**src/mipd_pkg.sv**
```systemverilog
package mipd_pkg;

  // major opcodes
  localparam logic [5:0] OpSpecial  = 6'h00;
  localparam logic [5:0] OpRegimm   = 6'h01;
  localparam logic [5:0] OpJ        = 6'h02;
  localparam logic [5:0] OpJal      = 6'h03;
  localparam logic [5:0] OpBeq      = 6'h04;
  localparam logic [5:0] OpBgtz     = 6'h07;
  localparam logic [5:0] OpSpecial2 = 6'h1C;
  localparam logic [5:0] OpJalx     = 6'h1D;
  localparam logic [5:0] OpLb       = 6'h20;
  localparam logic [5:0] OpLh       = 6'h21;
  localparam logic [5:0] OpLbu      = 6'h24;
  localparam logic [5:0] OpLhu      = 6'h25;
  localparam logic [5:0] OpLwr      = 6'h26;
  localparam logic [5:0] OpSb       = 6'h28;
  localparam logic [5:0] OpSh       = 6'h29;
  localparam logic [5:0] OpSw       = 6'h2B;
  localparam logic [5:0] OpLl       = 6'h30;
  localparam logic [5:0] OpLd       = 6'h38;
  localparam logic [5:0] OpSq       = 6'h3C;
  localparam logic [5:0] OpSdc2     = 6'h3E;

  // function codes
  localparam logic [5:0] FnJr       = 6'h08;
  localparam logic [5:0] FnJalr     = 6'h09;
  localparam logic [5:0] FnS2Branch = 6'h02;

  localparam logic [4:0]  RegRa       = 5'd31;
  localparam logic [4:0]  RegZero     = 5'd0;
  localparam logic [31:0] SyscallWord = 32'h0000_000C;

  // configuration register indexes
  localparam logic CfgCodeStart = 1'b0;
  localparam logic CfgCodeEnd   = 1'b1;

  // io window codes
  localparam logic [3:0] IoNone    = 4'd0;
  localparam logic [3:0] IoWin1    = 4'd1;
  localparam logic [3:0] IoWin2    = 4'd2;
  localparam logic [3:0] IoWin3    = 4'd3;
  localparam logic [3:0] IoWin4    = 4'd4;
  localparam logic [3:0] IoWin5    = 4'd5;
  localparam logic [3:0] IoWin6    = 4'd6;
  localparam logic [3:0] IoWin7    = 4'd7;
  localparam logic [3:0] IoWin8    = 4'd8;
  localparam logic [3:0] IoWin9    = 4'd9;

  typedef enum logic [1:0] {
    MemNone  = 2'd0,
    MemLoad  = 2'd1,
    MemStore = 2'd2
  } mem_op_e;

  typedef struct packed {
    logic [31:0] pc;
    logic [31:0] word;
    logic [31:0] func_lo;
    logic [31:0] func_hi;
    logic [31:0] rs_value;
  } item_t;

  typedef struct packed {
    logic        call_found;
    logic [31:0] call_addr;
    logic        local_target_valid;
    logic [31:0] local_target;
    logic        syscall_found;
    logic        return_found;
    mem_op_e     mem_op;
    logic [2:0]  access_bytes;
    logic [31:0] effective_addr;
    logic [4:0]  base_index;
    logic [3:0]  io_region;
  } result_t;

  // first matching window wins
  // windows with set bits below their mask never match and fold away
  function automatic logic [3:0] io_code(input logic [31:0] a);
    logic [31:0] h;
    logic [31:0] b;
    logic [3:0]  code;
    h = a & 32'hFFFF_0000;
    b = a & 32'hFF00_0000;
    if (h == 32'h1000_0000)                         code = IoWin1;
    else if (h == 32'h1000_F000)                    code = IoWin2;
    else if (b == 32'h1D00_0000)                    code = IoWin3;
    else if (b == 32'h1C00_0000)                    code = IoWin4;
    else if (h == 32'h1000_2000)                    code = IoWin5;
    else if (h == 32'h1000_3000)                    code = IoWin6;
    else if (h == 32'h1000_4000)                    code = IoWin7;
    else if (h == 32'h1000_5000)                    code = IoWin8;
    else if ((a & 32'hFFFF_F000) == 32'h1000_F100)  code = IoWin9;
    else                                            code = IoNone;
    return code;
  endfunction

endpackage

```
**src/mips_instruction_predecoder_core.sv**
```systemverilog
// path: an accepted word is held in the input register, then its decode is stored in the result register
// throughput: one word per cycle while the output is ready, decode is a single pass between the two registers
// the input stage refills while the result register drains, so a waiting result
// only stalls input once both stages hold a word
// reset: both stages empty, code region start and end cleared to 0
module mips_instruction_predecoder_core
  import mipd_pkg::*;
(
  input  logic        clk_i,
  input  logic        rst_ni,
  input  logic        cfg_we_i,
  input  logic        cfg_index_i,
  input  logic [31:0] cfg_data_i,
  input  logic        in_valid_i,
  output logic        in_ready_o,
  input  logic [31:0] instr_pc_i,
  input  logic [31:0] instr_word_i,
  input  logic [31:0] func_lo_i,
  input  logic [31:0] func_hi_i,
  input  logic [31:0] rs_value_i,
  output logic        out_valid_o,
  input  logic        out_ready_i,
  output logic        call_found_o,
  output logic [31:0] call_addr_o,
  output logic        local_target_valid_o,
  output logic [31:0] local_target_o,
  output logic        syscall_found_o,
  output logic        return_found_o,
  output logic [1:0]  mem_op_o,
  output logic [2:0]  access_bytes_o,
  output logic [31:0] effective_addr_o,
  output logic [4:0]  base_index_o,
  output logic [3:0]  io_region_o
);

  logic [31:0] code_start_q;
  logic [31:0] code_end_q;
  logic        in_valid_q, in_valid_d;
  item_t       item_q;
  logic        out_valid_q, out_valid_d;
  result_t     res_q;
  result_t     res_d;
  logic        adv;
  logic        in_fire;

  always_ff @(posedge clk_i or negedge rst_ni) begin
    if (!rst_ni) begin
      code_start_q <= '0;
      code_end_q   <= '0;
    end else if (cfg_we_i) begin
      case (cfg_index_i)
        CfgCodeStart: code_start_q <= cfg_data_i;
        CfgCodeEnd:   code_end_q   <= cfg_data_i;
        default:      code_end_q   <= code_end_q;
      endcase
    end
  end

  // result stage can take a new word when empty or being drained
  assign adv        = !out_valid_q || out_ready_i;
  assign in_ready_o = !in_valid_q || adv;
  assign in_fire    = in_valid_i && in_ready_o;

  always_comb begin
    in_valid_d = in_valid_q;
    if (in_fire) begin
      in_valid_d = 1'b1;
    end else if (adv) begin
      in_valid_d = 1'b0;
    end
    out_valid_d = adv ? in_valid_q : out_valid_q;
  end

  always_ff @(posedge clk_i or negedge rst_ni) begin
    if (!rst_ni) begin
      in_valid_q  <= 1'b0;
      out_valid_q <= 1'b0;
    end else begin
      in_valid_q  <= in_valid_d;
      out_valid_q <= out_valid_d;
    end
  end

  always_ff @(posedge clk_i) begin
    if (in_fire) begin
      item_q <= '{pc: instr_pc_i, word: instr_word_i, func_lo: func_lo_i,
                  func_hi: func_hi_i, rs_value: rs_value_i};
    end
    if (adv && in_valid_q) begin
      res_q <= res_d;
    end
  end

  mipd_decode u_decode (
    .item_i      (item_q),
    .code_start_i(code_start_q),
    .code_end_i  (code_end_q),
    .res_o       (res_d)
  );

  assign out_valid_o          = out_valid_q;
  assign call_found_o         = res_q.call_found;
  assign call_addr_o          = res_q.call_addr;
  assign local_target_valid_o = res_q.local_target_valid;
  assign local_target_o       = res_q.local_target;
  assign syscall_found_o      = res_q.syscall_found;
  assign return_found_o       = res_q.return_found;
  assign mem_op_o             = res_q.mem_op;
  assign access_bytes_o       = res_q.access_bytes;
  assign effective_addr_o     = res_q.effective_addr;
  assign base_index_o         = res_q.base_index;
  assign io_region_o          = res_q.io_region;

  // a word held in the input stage moves on as soon as the result stage frees up
  a_input_drains : assert property (@(posedge clk_i) disable iff (!rst_ni)
    in_valid_q && adv && !in_fire |=> out_valid_q && !in_valid_q)
    else $error("input stage did not drain");

  a_no_call_zero : assert property (@(posedge clk_i) disable iff (!rst_ni)
    out_valid_o && !call_found_o |-> call_addr_o == 32'd0)
    else $error("call address set without a call");

  a_no_local_zero : assert property (@(posedge clk_i) disable iff (!rst_ni)
    out_valid_o && !local_target_valid_o |-> local_target_o == 32'd0)
    else $error("local target set without a valid target");

  a_mem_fields : assert property (@(posedge clk_i) disable iff (!rst_ni)
    out_valid_o |-> ((mem_op_o == MemNone) == (access_bytes_o == 3'd0)))
    else $error("access size disagrees with memory op");

endmodule

```
**src/mipd_decode.sv**
```systemverilog
module mipd_decode
  import mipd_pkg::*;
(
  input  item_t       item_i,
  input  logic [31:0] code_start_i,
  input  logic [31:0] code_end_i,
  output result_t     res_o
);

  logic [5:0]  op;
  logic [5:0]  fn;
  logic [4:0]  rd;
  logic [4:0]  rs;
  logic [4:0]  rt;
  logic [31:0] imm_sext;
  logic [31:0] region_tgt;
  logic [31:0] branch_tgt;
  logic [31:0] ea;
  logic        is_branch;
  logic        is_jump;
  logic [31:0] tgt;
  logic        tgt_local;
  mem_op_e     mem_op;
  logic [2:0]  bytes;

  assign op = item_i.word[31:26];
  assign fn = item_i.word[5:0];
  assign rd = item_i.word[15:11];
  assign rs = item_i.word[25:21];
  assign rt = item_i.word[20:16];

  assign imm_sext   = {{16{item_i.word[15]}}, item_i.word[15:0]};
  assign region_tgt = {item_i.pc[31:28], item_i.word[25:0], 2'b00};
  assign branch_tgt = item_i.pc + 32'd4 + {imm_sext[29:0], 2'b00};
  assign ea         = item_i.rs_value + imm_sext;

  always_comb begin
    is_branch = 1'b0;
    if (op inside {[OpBeq:OpBgtz]}) begin
      is_branch = 1'b1;
    end else if (op == OpRegimm && (rt inside {[5'h00:5'h03], [5'h10:5'h13]})) begin
      is_branch = 1'b1;
    end else if (op == OpSpecial && (fn == FnJr || fn == FnJalr)) begin
      is_branch = 1'b1;
    end else if (op == OpSpecial2 && fn == FnS2Branch) begin
      is_branch = 1'b1;
    end
  end

  // jalx is a call but not a local jump
  assign is_jump = (op == OpJ) || (op == OpJal);

  always_comb begin
    tgt = 32'd0;
    if (is_branch) begin
      // register jumps carry a zero target
      tgt = (op == OpSpecial) ? 32'd0 : branch_tgt;
    end else if (is_jump) begin
      tgt = region_tgt;
    end
  end

  assign tgt_local = (is_branch || is_jump) && (tgt >= item_i.func_lo) &&
                     (tgt < item_i.func_hi);

  always_comb begin
    mem_op = MemNone;
    if (op inside {[OpLb:OpLwr], OpLl, OpLd}) begin
      mem_op = MemLoad;
    end else if (op inside {[OpSb:OpSw], OpSq, OpSdc2}) begin
      mem_op = MemStore;
    end
  end

  always_comb begin
    case (op)
      OpLb, OpLbu, OpSb: bytes = 3'd1;
      OpLh, OpLhu, OpSh: bytes = 3'd2;
      OpLwr:             bytes = 3'd3;
      default:           bytes = 3'd4;
    endcase
  end

  always_comb begin
    res_o = '0;
    if (op == OpJal || op == OpJalx) begin
      res_o.call_found = 1'b1;
      res_o.call_addr  = region_tgt;
    end else if (op == OpSpecial && fn == FnJalr && rd == RegRa &&
                 item_i.rs_value >= code_start_i && item_i.rs_value < code_end_i) begin
      res_o.call_found = 1'b1;
      res_o.call_addr  = item_i.rs_value;
    end
    if (tgt_local) begin
      res_o.local_target_valid = 1'b1;
      res_o.local_target       = tgt;
    end
    res_o.syscall_found = (item_i.word == SyscallWord);
    res_o.return_found  = (op == OpSpecial) && (fn == FnJr) && (rd == RegZero);
    res_o.mem_op        = mem_op;
    if (mem_op != MemNone) begin
      res_o.access_bytes   = bytes;
      res_o.effective_addr = ea;
      res_o.base_index     = rs;
      res_o.io_region      = io_code(ea);
    end
  end

endmodule

```
**config.mk**
```make
export PLATFORM = sky130hd
export DESIGN_NAME = mips_instruction_predecoder_core
export DESIGN_NICKNAME = d
export VERILOG_FILES = /design/src/mipd_pkg.sv /design/src/mips_instruction_predecoder_core.sv /design/src/mipd_decode.sv
export SDC_FILE = /design/constraint.sdc
export NUM_CORES = 1
export LEC_CHECK = 0
export BUFFER_PORTS_ARGS = -buffer_cell sky130_fd_sc_hd__clkbuf_2
export CAP_MARGIN = 25
export CORE_MARGIN = 2
export CORE_UTILIZATION = 43
export DETAILED_ROUTE_END_ITERATION = 8
export GPL_TIMING_DRIVEN = 0
export MAX_ROUTING_LAYER = met4
export RECOVER_POWER = 100
export SYNTH_ARGS = -nofsm -noshare
export SYNTH_HDL_FRONTEND = slang
export SYNTH_HIERARCHICAL = 1
export SYNTH_SLANG_ARGS = --single-unit
```
**constraint.sdc**
```tcl
create_clock -name clk_i -period 6.9 [get_ports clk_i]
set_clock_uncertainty 0.1 [all_clocks]
set_input_delay 0.69 -clock clk_i [delete_from_list [all_inputs] [get_ports clk_i]]
set_output_delay 0.69 -clock clk_i [all_outputs]
set_load 0.02 [all_outputs]
```
# Yosys cells after proc, flatten, opt, wreduce, memory -nomap -nowiden
# Cells that the tools add are included.
[totals]
reg_bits = 340
latchBits = 0
mem_bits_rw = 0
romBits = 0
in_bits = 198
output_inout_bits = 116
mem_count = 0
[op_classes]
add_sub_neg = 3
mul = 0
n_div = 0
n_lt_le_gt_ge = 14
eq_ne = 24
shifts = 0
muxes = 18
n_bitwise = 3
reduce_logical = 39
[ops]
columns = ["op", "n"]
rows = [
  ["32-bit 2-to-1 mux", 4],
  ["6-bit equality test, second input constant", 11],
  ["33-bit 2-to-1 mux", 2],
  ["32-bit adder", 2],
  ["32-bit >= comparator", 2],
  ["32-bit < comparator", 2],
  ["32-bit by 3-bit adder with 32-bit output, second input constant", 1],
  ["32-bit by 4-bit equality test with 1-bit output, second input constant", 1],
  ["6-bit by 2-bit equality test with 1-bit output, second input constant", 3],
  ["1-bit logical AND", 18],
  ["16-bit by 13-bit equality test with 1-bit output, second input constant", 1],
  ["8-bit by 5-bit equality test with 1-bit output, second input constant", 2],
  ["6-bit by 4-bit equality test with 1-bit output, second input constant", 2],
  ["6-bit by 5-bit equality test with 1-bit output, second input constant", 2],
  ["6-bit >= comparator, second input constant", 2],
  ["6-bit <= comparator, second input constant", 2],
  ["3-bit case mux with 3 select lines", 1],
  ["1-bit 2-to-1 mux", 7],
  ["6-bit by 1-bit equality test with 1-bit output, second input constant", 1],
  ["6-bit by 3-bit >= comparator with 1-bit output, second input constant", 1],
  ["6-bit by 3-bit <= comparator with 1-bit output, second input constant", 1],
  ["6-bit zero test", 1],
  ["1-bit logical OR", 6],
  ["3-bit 2-to-1 mux", 2],
  ["other kinds (14)", 24],
]

# Logic depth before layout (Yosys ltp)
# Gate-level depths: netlist of run 1.
[logic_depth]
depth_word = 11
depth_mapped = 27

# Modules after synthesis
# The synthesis of run 1 kept the hierarchy.
[by_module_without_submodules]
columns = ["mod", "instances", "cells_per_inst", "area_each_um2", "seq_area_each_um2"]
rows = [
  ["mips_instruction_predecoder_core", 1, 419, 10742.8, 9879.5],
  ["mipd_decode", 1, 1185, 8165.3, 0.0],
]

# Worst setup path after synthesis of run 1
# No wires, ideal clock.
[synth_path]
path_type = "register to register"
from = "register item_q[111] in the netlist's numbering"
to = "register res_q (netlist bit local_target_o[10]) (data pin)"
setup_ps = 266
arrival_time_ps = 5256
required_time_ps = 6534
setup_slack_ps = 1277
path_stages_with_launch = 21
period_less_slack_ps = 5623
path_cell_list = "edfxtp_1 -> ha_1 -> ha_1 -> nand4_1 -> nor2_1 -> a211oi_1 -> a2bb2oi_1 -> a31oi_1 -> o211a_1 -> or3_1 -> a32o_1 -> ha_1 -> nand4_1 -> nor2_1 -> nand2_1 -> or4_1 -> nand3b_1 -> o221ai_1 -> a311o_1 -> clkbuf_1 -> nor2b_1"
[synth_between]
elab_chain_cells = 6
[synth_lines]
columns = ["element", "line_no", "text"]
rows = [
  ["start, declared", "mips_instruction_predecoder_core.sv:39", "item_t item_q;"],
  ["start signal, assigned", "mips_instruction_predecoder_core.sv:86", "item_q <= '{pc: instr_pc_i, word: instr_word_i, func_lo: func_lo_i,"],
  ["32-bit adder", "mipd_decode.sv:34", "assign branch_tgt = item_i.pc + 32'd4 + {imm_sext[29:0], 2'b00};"],
  ["32-bit 2-to-1 mux", "mipd_decode.sv:57", "tgt = (op == OpSpecial) ? 32'd0 : branch_tgt;"],
  ["32-bit 2-to-1 mux (*)", "mipd_decode.sv:55", "if (is_branch) begin"],
  ["32-bit >= comparator", "mipd_decode.sv:63", "assign tgt_local = (is_branch || is_jump) && (tgt >= item_i.func_lo) &&"],
  ["1-bit logical AND", "mipd_decode.sv:63", ""],
  ["1-bit logical AND (*)", "mipd_decode.sv:63", ""],
  ["end signal, assigned", "mips_instruction_predecoder_core.sv:90", "res_q <= res_d;"],
  ["end, declared", "mips_instruction_predecoder_core.sv:41", "result_t res_q;"],
]
# Mark *: on every way between the ends. The rest lies on a longest branch, timed or not.
# A chain may end at the register's enable or synchronous reset.

==> metrics.md, run 1 <==
| Metric | Value |
|---|---|
| CTS root buf | `clkbuf_16` |
| Top-area cell type share of the netlist area | `0.435` |
| CTS tree | `yes` |
| Mapped Area | `18900 µm²` |
| Ys async rst share | `0.194` |
| Pleak | `9.59 nW` |
| Violated checks | `capacitance limit, slew limit` |
| Slew @ Worst Pin | `~3.8 ns` |
| Primary FF master, synth | `edfxtp_1` |
| Number of global-route vias before repair | `13713` |
| IO Port Bufs | `313` |
| Num CTS Buffers | `40` |
| Met1 GRT Util | `0.334` |
| # fillers | `between 3000 and 4000` |
| Met3 GRT Util | `0.0480` |
| Mean Syn Cell Area | `11.8 µm²` |
| CTS Buffer Depth | `3` |
| Busiest grt layer | `met2` |
| Max Freq | `about 150 MHz` |
| Crit path DAT | `between 6 and 7 ns` |
| Outcome | `finished with violations` |
| PD cells | `approximately 260 nW/µm²` |
| Clock group share of total power | `0.380` |
| Largest cells by area after synthesis | `edfxtp_1 (44%), ha_1 (14%), dfrtp_1 (8.7%)` |
| Register Area | `roughly 10000 µm²` |
| Crit end category | `flip-flop` |
| Logic pwr share | `0.183` |
| CTS H-tree depth | `2` |
| Routability cong. | `roughly 0.9` |
| Register area share after synthesis | `0.522` |
| Headroom to the max-slew limit | `-1.50` |
| Core Area | `43300 µm²` |
| Crit path max-delay cell type | `or4_1` |
| Worst Setup Start Kind | `flip-flop` |
| I/O pin total | `314` |
| Seq pwr share | `0.438` |
| Sw frac | `0.280` |
| Worst IR Drop VDD | `214 µV` |
| Syn. warnings | `6` |
| GRT met2 Usage | `0.354` |
| Row Count | `76` |
| Critical path type | `reg2reg` |
| Starting density of the core | `0.437` |
| Worst EP required | `around 7.1 ns` |
| Slowest stage delay, CP | `between 0.5 and 0.6 ns` |
| Fin. max-slew vios | `between 200 and 250` |
| Routed Antenna Nets | `0` |
| Post-Synthesis Cells | `about 1600` |
| Biggest area consumer among synthesized cells | `edfxtp_1` |
| Max Cap Viol | `5` |
| Synth Net Count | `a little over 2000` |
| # DRC | `0` |
| Final hold violation count | `0` |
| Area occupied by multi-input gates | `about 8000 µm²` |
| DP Worst Slack | `-0.0489 ns` |
| Cell mode on critical path | `ha_1` |
| Detailed placement HPWL | `between 40000 and 50000 µm` |
| GRT Util Overall | `0.240` |
| Period minus WS final | `6.59 ns` |
| Chip Height | `around 210 µm` |
| Final TNS setup | `0 ns` |
| DR iter-0 viols | `~960` |
| Sw Pwr | `1.62 mW` |
| Clock Latency Late Sink | `between 0.5 and 0.6 ns` |
| Critical path cell sequence | `ha_1, ha_1, a21o_1, a21o_1, a211oi_1, a2bb2oi_1, a31oi_1, o211a_1, or3_1, a32o_1, ha_1, nand4_1, nor2_1, nand2_1, or4_1, nand3b_1, o221ai_1, a311o_2, clkbuf_2, inv_2, buf_4` |
| RSZ-0062 raised after global routing | `no` |
| Total Die Area | `about 46000 µm²` |
| Number of enable flip-flop cells after synthesis | `between 200 and 300` |
| Fin crit share | `0.954` |
| Commonest non-fill, non-tap cell in the layout | `edfxtp_1` |
| Initial antenna violation count | `2` |
| Min-delay worst type | `in2reg` |
| Worst-path clk slew | `about 0.060 ns` |
| Final Setup Violations | `0` |
| Final Power | `between 5 and 6 mW` |
| FF+latch count, synth | `340` |
| Overflow after GRT | `0` |
| Post-DR wirelength/cell | `approximately 20 µm` |
| Clock Sinks | `340` |
| Pre-antenna DRT Iters | `5` |
| WL final | `52600 µm` |
| Area Growth Syn to Fin | `18.4%` |
| Drt via density | `5.38` |
| Die X | `approximately 210 µm` |
| Largest net degree at the start of global routing | `73` |
| Share of layout cells above drive strength 1 | `0.160` |
| Via count | `between 10000 and 15000` |
| Nets | `2388` |
| Global-route wire length before repair | `just under 80000 µm` |
| Synth cell types | `slightly below 80` |
| Pint | `approximately 4.2 mW` |
| Critical-path maximum fanout | `10` |
| Commonest non-fill, non-tap cells in the layout | `edfxtp_1 (274), ha_1 (214), clkbuf_1 (187)` |
| Fin worst setup slack | `0.314 ns` |
final cells by class:
cell class / instances / area share
sequential: 340 / 0.441
multi-input combinational: 1072 / 0.365
timing repair buffer: 328 / 0.0666
clock buffer: 46 / 0.0471
tap: 585 / 0.0327
inverter: 150 / 0.0252
clock inverter: 27 / 0.0137
buffer: 42 / 0.00783
antenna: 2 / 0.000224
flip-flops by register name (all words and copies together) (netlist names):
register	cells
out_valid_o	1
access_bytes_o	3
in_valid_q	1
local_target_valid_o	1
call_found_o	1
effective_addr_o	32
mem_op_o	2
item_q	160
base_index_o	5
syscall_found_o	1
local_target_o	32
call_addr_o	32
code_end_q	32
io_region_o	4
return_found_o	1
code_start_q	32
metal layers:
metal / part of all wire / wire (µm) / vias to the layer above
li1: - / - / 6688
met1: 0.46 / 24200 / 6658
met2: 0.43 / 22900 / 513
met3: 0.079 / 4170 / 89
met4: 0.026 / 1390 / 0
met5: 0 / 0 / -
timing repair:
item                                    4_1_cts  5_1_grt
setup buffers                                 3        5
hold buffers                                  1        0
pin swaps                                     0        1
hold endpoints to repair                      5        0
endpoints found under the setup margin       20       33
gates resized for setup                       1        4
worst max-delay path, delay by kind of cell (launching register included):
| kind | cells | cell delay (ns) |
|---|---|---|
| AOI/OAI and AO/OA | 9 | 2.54 |
| and+or+nand+nor | 6 | 1.56 |
| adders and majority gates | 3 | 1.06 |
| DFF | 1 | 0.53 |
| buffers and inverters | 3 | 0.53 |
Yosys cell counts, types with 12 or more instances:
cell type	n
nand3_1	20
nor4_1	12
nor2b_1	47
a31oi_1	12
nor3_1	25
xor2_1	20
a21oi_1	84
xnor2_1	27
a22o_1	37
a21o_1	38
inv_1	149
nand4_1	27
edfxtp_1	274
o21ai_0	79
clkbuf_1	24
ha_1	214
nand2_1	91
a211oi_1	18
nand2b_1	23
nor2_1	92
dfrtp_1	66
mux2_2	56
stage by stage:
stage / hold WS, ns / util / cells / area (µm²)
after floorplan: 0.294 / - / 1604 / 18900
after global placement: 0.366 / 0.490 / 2502 / 21200
after detailed placement: 0.389 / 0.494 / 2508 / 21400
after CTS: 0.159 / 0.526 / 2585 / 22800
after global routing: 0.173 / 0.517 / 2592 / 22400
final: 0.193 / 0.517 / 2592 / 22400
power by group through the flow:
| stage | logic [mW] | registers, mW | clock network [mW] |
|---|---|---|---|
| 2_1_floorplan | 0.681 | 2.60 | 0 |
| 3_3_place_gp | 1.03 | 2.60 | 0 |
| 3_5_place_dp | 1.08 | 2.57 | 0 |
| 4_1_cts | 1.09 | 2.53 | 2.26 |
| 5_1_grt | 1.18 | 2.55 | 2.34 |
| 6_report | 1.06 | 2.53 | 2.20 |
path summary, 6_finish.rpt:
kind                             startpoint  slack (ns)  depth (start not counted)                   end
setup / recovery                item_q[109]        0.31                         21  local_target_valid_o
hold / removal                instr_pc_i[3]        0.19                          1           item_q[131]
setup reg to reg                item_q[109]        0.31                         21  local_target_valid_o
hold reg to reg            code_start_q[27]        0.38                          1      code_start_q[27]
max in group asynchronous            rst_ni        2.68                          3       code_start_q[4]
min in group asynchronous            rst_ni        0.45                          2      code_start_q[23]
cell families after synthesis:
logic type / count (synthesis) / synth area share
other: 1 / 0.000198
DFF: 340 / 0.522
adders and majority gates: 216 / 0.144
and+or+nand+nor: 389 / 0.105
AOI/OAI and AO/OA: 353 / 0.125
muxes: 66 / 0.0408
xor gates and xnor gates: 47 / 0.0218
buffers and inverters: 192 / 0.0410
Note: power is estimated with default switching activity, not from simulation.
==> run 2: changes to the inputs <==
--- a/config.mk
+++ b/config.mk
@@ -9,8 +9,9 @@
 export CAP_MARGIN = 25
 export CORE_MARGIN = 2
-export CORE_UTILIZATION = 43
+export CORE_UTILIZATION = 50
 export DETAILED_ROUTE_END_ITERATION = 8
 export GPL_TIMING_DRIVEN = 0
 export MAX_ROUTING_LAYER = met4
+export PLACE_DENSITY = 0.72
 export RECOVER_POWER = 100
 export SYNTH_ARGS = -nofsm -noshare
--- a/constraint.sdc
+++ b/constraint.sdc
@@ -3,3 +3,3 @@
 set_input_delay 0.69 -clock clk_i [delete_from_list [all_inputs] [get_ports clk_i]]
 set_output_delay 0.69 -clock clk_i [all_outputs]
-set_load 0.02 [all_outputs]
+set_load 0.05 [all_outputs]
==> run 2 against run 1 <==
Against the previous run:
- the run still ends with capacitance limit, slew limit left
- setup slack worse by 0.091 ns
- highest routed layer unchanged
- maximum frequency down 1.4%
- register-to-register slack worse by 0.09 ns
- sequential share of layout area up 0.38 points
- cell area down 0.86%
- worst hold slack better by 0.012 ns
- routed wire length down 2.7%
- global-route usage up 2.8 points
==> metrics.md, run 2 (synthesized netlist as in run 1, its figures left out) <==
| Metric | Value |
|---|---|
| CTS root buf | `clkbuf_16` |
| Final instance area | `22200 µm² (-0.86%)` |
| DP Worst Slack | `-0.145 ns (-0.0956 ns)` |
| Crit path DAT | `6.89 ns (+0.09 ns)` |
| R2r setup slk | `0.22 ns (-0.09 ns)` |
| Area Growth Syn to Fin | `17.4%` |
| Pleak | `9.54 nW (-0.49%)` |
| Initial antenna violation count | `3 (+1)` |
| Worst reg2reg startpoint | `item_q[109]` |
| Nets | `2383 (-0.21%)` |
| Num CTS Buffers | `38 (-5.0%)` |
| Pre-antenna DRT Iters | `6 (+1)` |
| IO Port Bufs | `313 (unchanged)` |
| Core Area | `37500 µm² (-13%)` |
| Largest net degree at the start of global routing | `65 (-11%)` |
| Cell Area, Placed | `21300 µm² (-0.50%)` |
| Cell mode on critical path | `ha_1` |
| Number of global-route vias before repair | `13575 (-1.0%)` |
| WL final | `51200 µm (-2.7%)` |
| Final hold violation count | `0 (unchanged)` |
| RSZ-0062 raised after global routing | `no` |
| Routability cong. | `0.935 (+6.0%)` |
| Reg-to-Reg End | `local_target_valid_o` |
| Fin worst setup slack | `0.223 ns (-0.0913 ns)` |
| Critical path cell sequence | `ha_1, ha_1, a21o_1, a21o_1, a211oi_1, a2bb2oi_1, a31oi_2, o211a_1, or3_1, a32o_1, ha_1, nand4_1, nor2_1, nand2_1, or4_1, nand3b_1, o221ai_1, a311o_2, clkbuf_2, inv_2, buf_4` |
| Min-delay worst type | `in2reg` |
| Hold_sp | `rs_value_i[13]` |
| Hold slack | `0.205 ns (+0.0115 ns)` |
| Global-route wire length before repair | `77500 µm (-2.7%)` |
| Commonest non-fill, non-tap cell in the layout | `edfxtp_1` |
| Final Power | `5.74 mW (-0.87%)` |
| Period minus WS final | `6.68 ns (+0.0913 ns)` |
| Worst Setup Start Kind | `flip-flop` |
| Headroom to the max-slew limit | `-1.52 (-0.0208)` |
| # DRC | `0 (unchanged)` |
| GRT Util Overall | `0.268 (+0.0283)` |
| Share of layout cells above drive strength 1 | `0.157 (-0.00302)` |
| Clock Latency Late Sink | `0.56 ns (about the same)` |
| R2r worst-path depth | `21 (unchanged)` |
| Overflow after GRT | `0 (unchanged)` |
| Clock Sinks | `340 (unchanged)` |
| Max Cap Viol | `5 (unchanged)` |
| Max Freq | `150 MHz (-1.4%)` |
| Largest register FFs | `160 (unchanged)` |
| Routed Antenna Nets | `0 (unchanged)` |
| Total Die Area | `39400 µm² (-14%)` |
| Worst EP required | `7.11 ns (about the same)` |
| Post-DR wirelength/cell | `20.4 µm (+0.37%)` |
| Drt via density | `5.57 (+3.4%)` |
| Outcome | `finished with violations` |
| Starting density of the core | `0.504 (+0.0674)` |
| Final Setup Violations | `0 (unchanged)` |
| CTS H-tree depth | `2 (unchanged)` |
| Critical-path maximum fanout | `10 (unchanged)` |
| PD cells | `259 nW/µm² (about the same)` |
| Worst IR Drop VDD | `218 µV (+1.8%)` |
| Violated checks | `capacitance limit, slew limit` |
| Commonest non-fill, non-tap cells in the layout | `edfxtp_1 (274), ha_1 (214), clkbuf_1 (189)` |
| Row Count | `71 (-6.6%)` |
| Crit end category | `flip-flop` |
| Worst-path clk slew | `0.06 ns (about the same)` |
| I/O pin total | `314 (unchanged)` |
| Crit path max-delay cell type | `or4_1` |
| Slowest stage delay, CP | `0.57 ns (about the same)` |
| CTS tree | `yes` |
| Chip Height | `198 µm (-7.1%)` |
| Critical path type | `reg2reg` |
| Slew @ Worst Pin | `3.78 ns (+0.0291 ns)` |
| Die X | `198 µm (-7.1%)` |
| DR iter-0 viols | `1015 (+5.5%)` |
| Fin. max-slew vios | `265 (+13%)` |
| Hold Crit Depth | `1 (unchanged)` |
| Via count | `13992 (+0.32%)` |
| Detailed placement HPWL | `39300 µm (-2.7%)` |
| Fin crit share | `0.968 (+0.0132)` |
| Hold Path End | `item_q[13]` |
| Biggest register | `item_q` |
| CTS Buffer Depth | `3 (unchanged)` |
[run 2: routing by layer]
metal	GRT usage	part of all wire	vias up
met5	-	0	-
met4	0.0785	0.022	0
met3	0.0439	0.072	70
met2	0.407	0.46	502
met1	0.373	0.45	6742
li1	-	-	6678
[run 2: worst max path at each step]
stage                            from                    to  slack [ns]
after global routing       item_q[97]  local_target_valid_o        0.03
after floorplan           item_q[111]    local_target_o[10]        1.28
final                     item_q[109]  local_target_valid_o        0.22
after global placement    item_q[111]    local_target_o[12]       -0.39
after detailed placement  item_q[111]    local_target_o[12]       -0.14
after CTS                 item_q[111]    local_target_o[12]        0.03
[run 2: area by class of cell]
| class | instances | area [µm²] |
|---|---|---|
| clock inverters | 22 | 229 |
| well taps | 511 | 639 |
| diodes | 4 | 10.0 |
| flip-flops and latches | 340 | 9880 |
| inverters | 150 | 563 |
| fillers | 3254 | 15300 |
| clock buffers | 48 | 1020 |
| plain buffers | 42 | 175 |
| repair buffers | 325 | 1480 |
| multi-input cells | 1072 | 8200 |
[run 2: repair_timing]
action | CTS | global route
resized for setup | 0 | 8
hold buffers | 1 | 0
setup buffers | 1 | 4
setup endpoints to repair | 30 | 33
hold endpoints to repair | 3 | 0
pin swaps | 0 | 0
[run 2: critical path, delay by kind of cell, from the launching register on]
| family | cells | cell delay, ns |
|---|---|---|
| flops | 1 | 0.53 |
| buf+inv | 3 | 0.51 |
| compound gates | 9 | 2.61 |
| fa+ha+maj | 3 | 1.05 |
| simple gates | 6 | 1.60 |
[run 2: power by group]
group / switching (mW) / leakage, nW / internal (mW)
combinational: 0.754 / 5.48 / 0.418
sequential: 0.108 / 3.46 / 2.42
clock: 0.833 / 0.608 / 1.20
[run 2: per-stage QoR]
stage	setup TNS (ns)	utilization	instances
CTS	0	0.601	2506
finish	0	0.592	2514
global placement	-9.89	0.563	2428
floorplan	0	-	1604
global route	0	0.592	2513
detailed placement	-2.24	0.567	2434
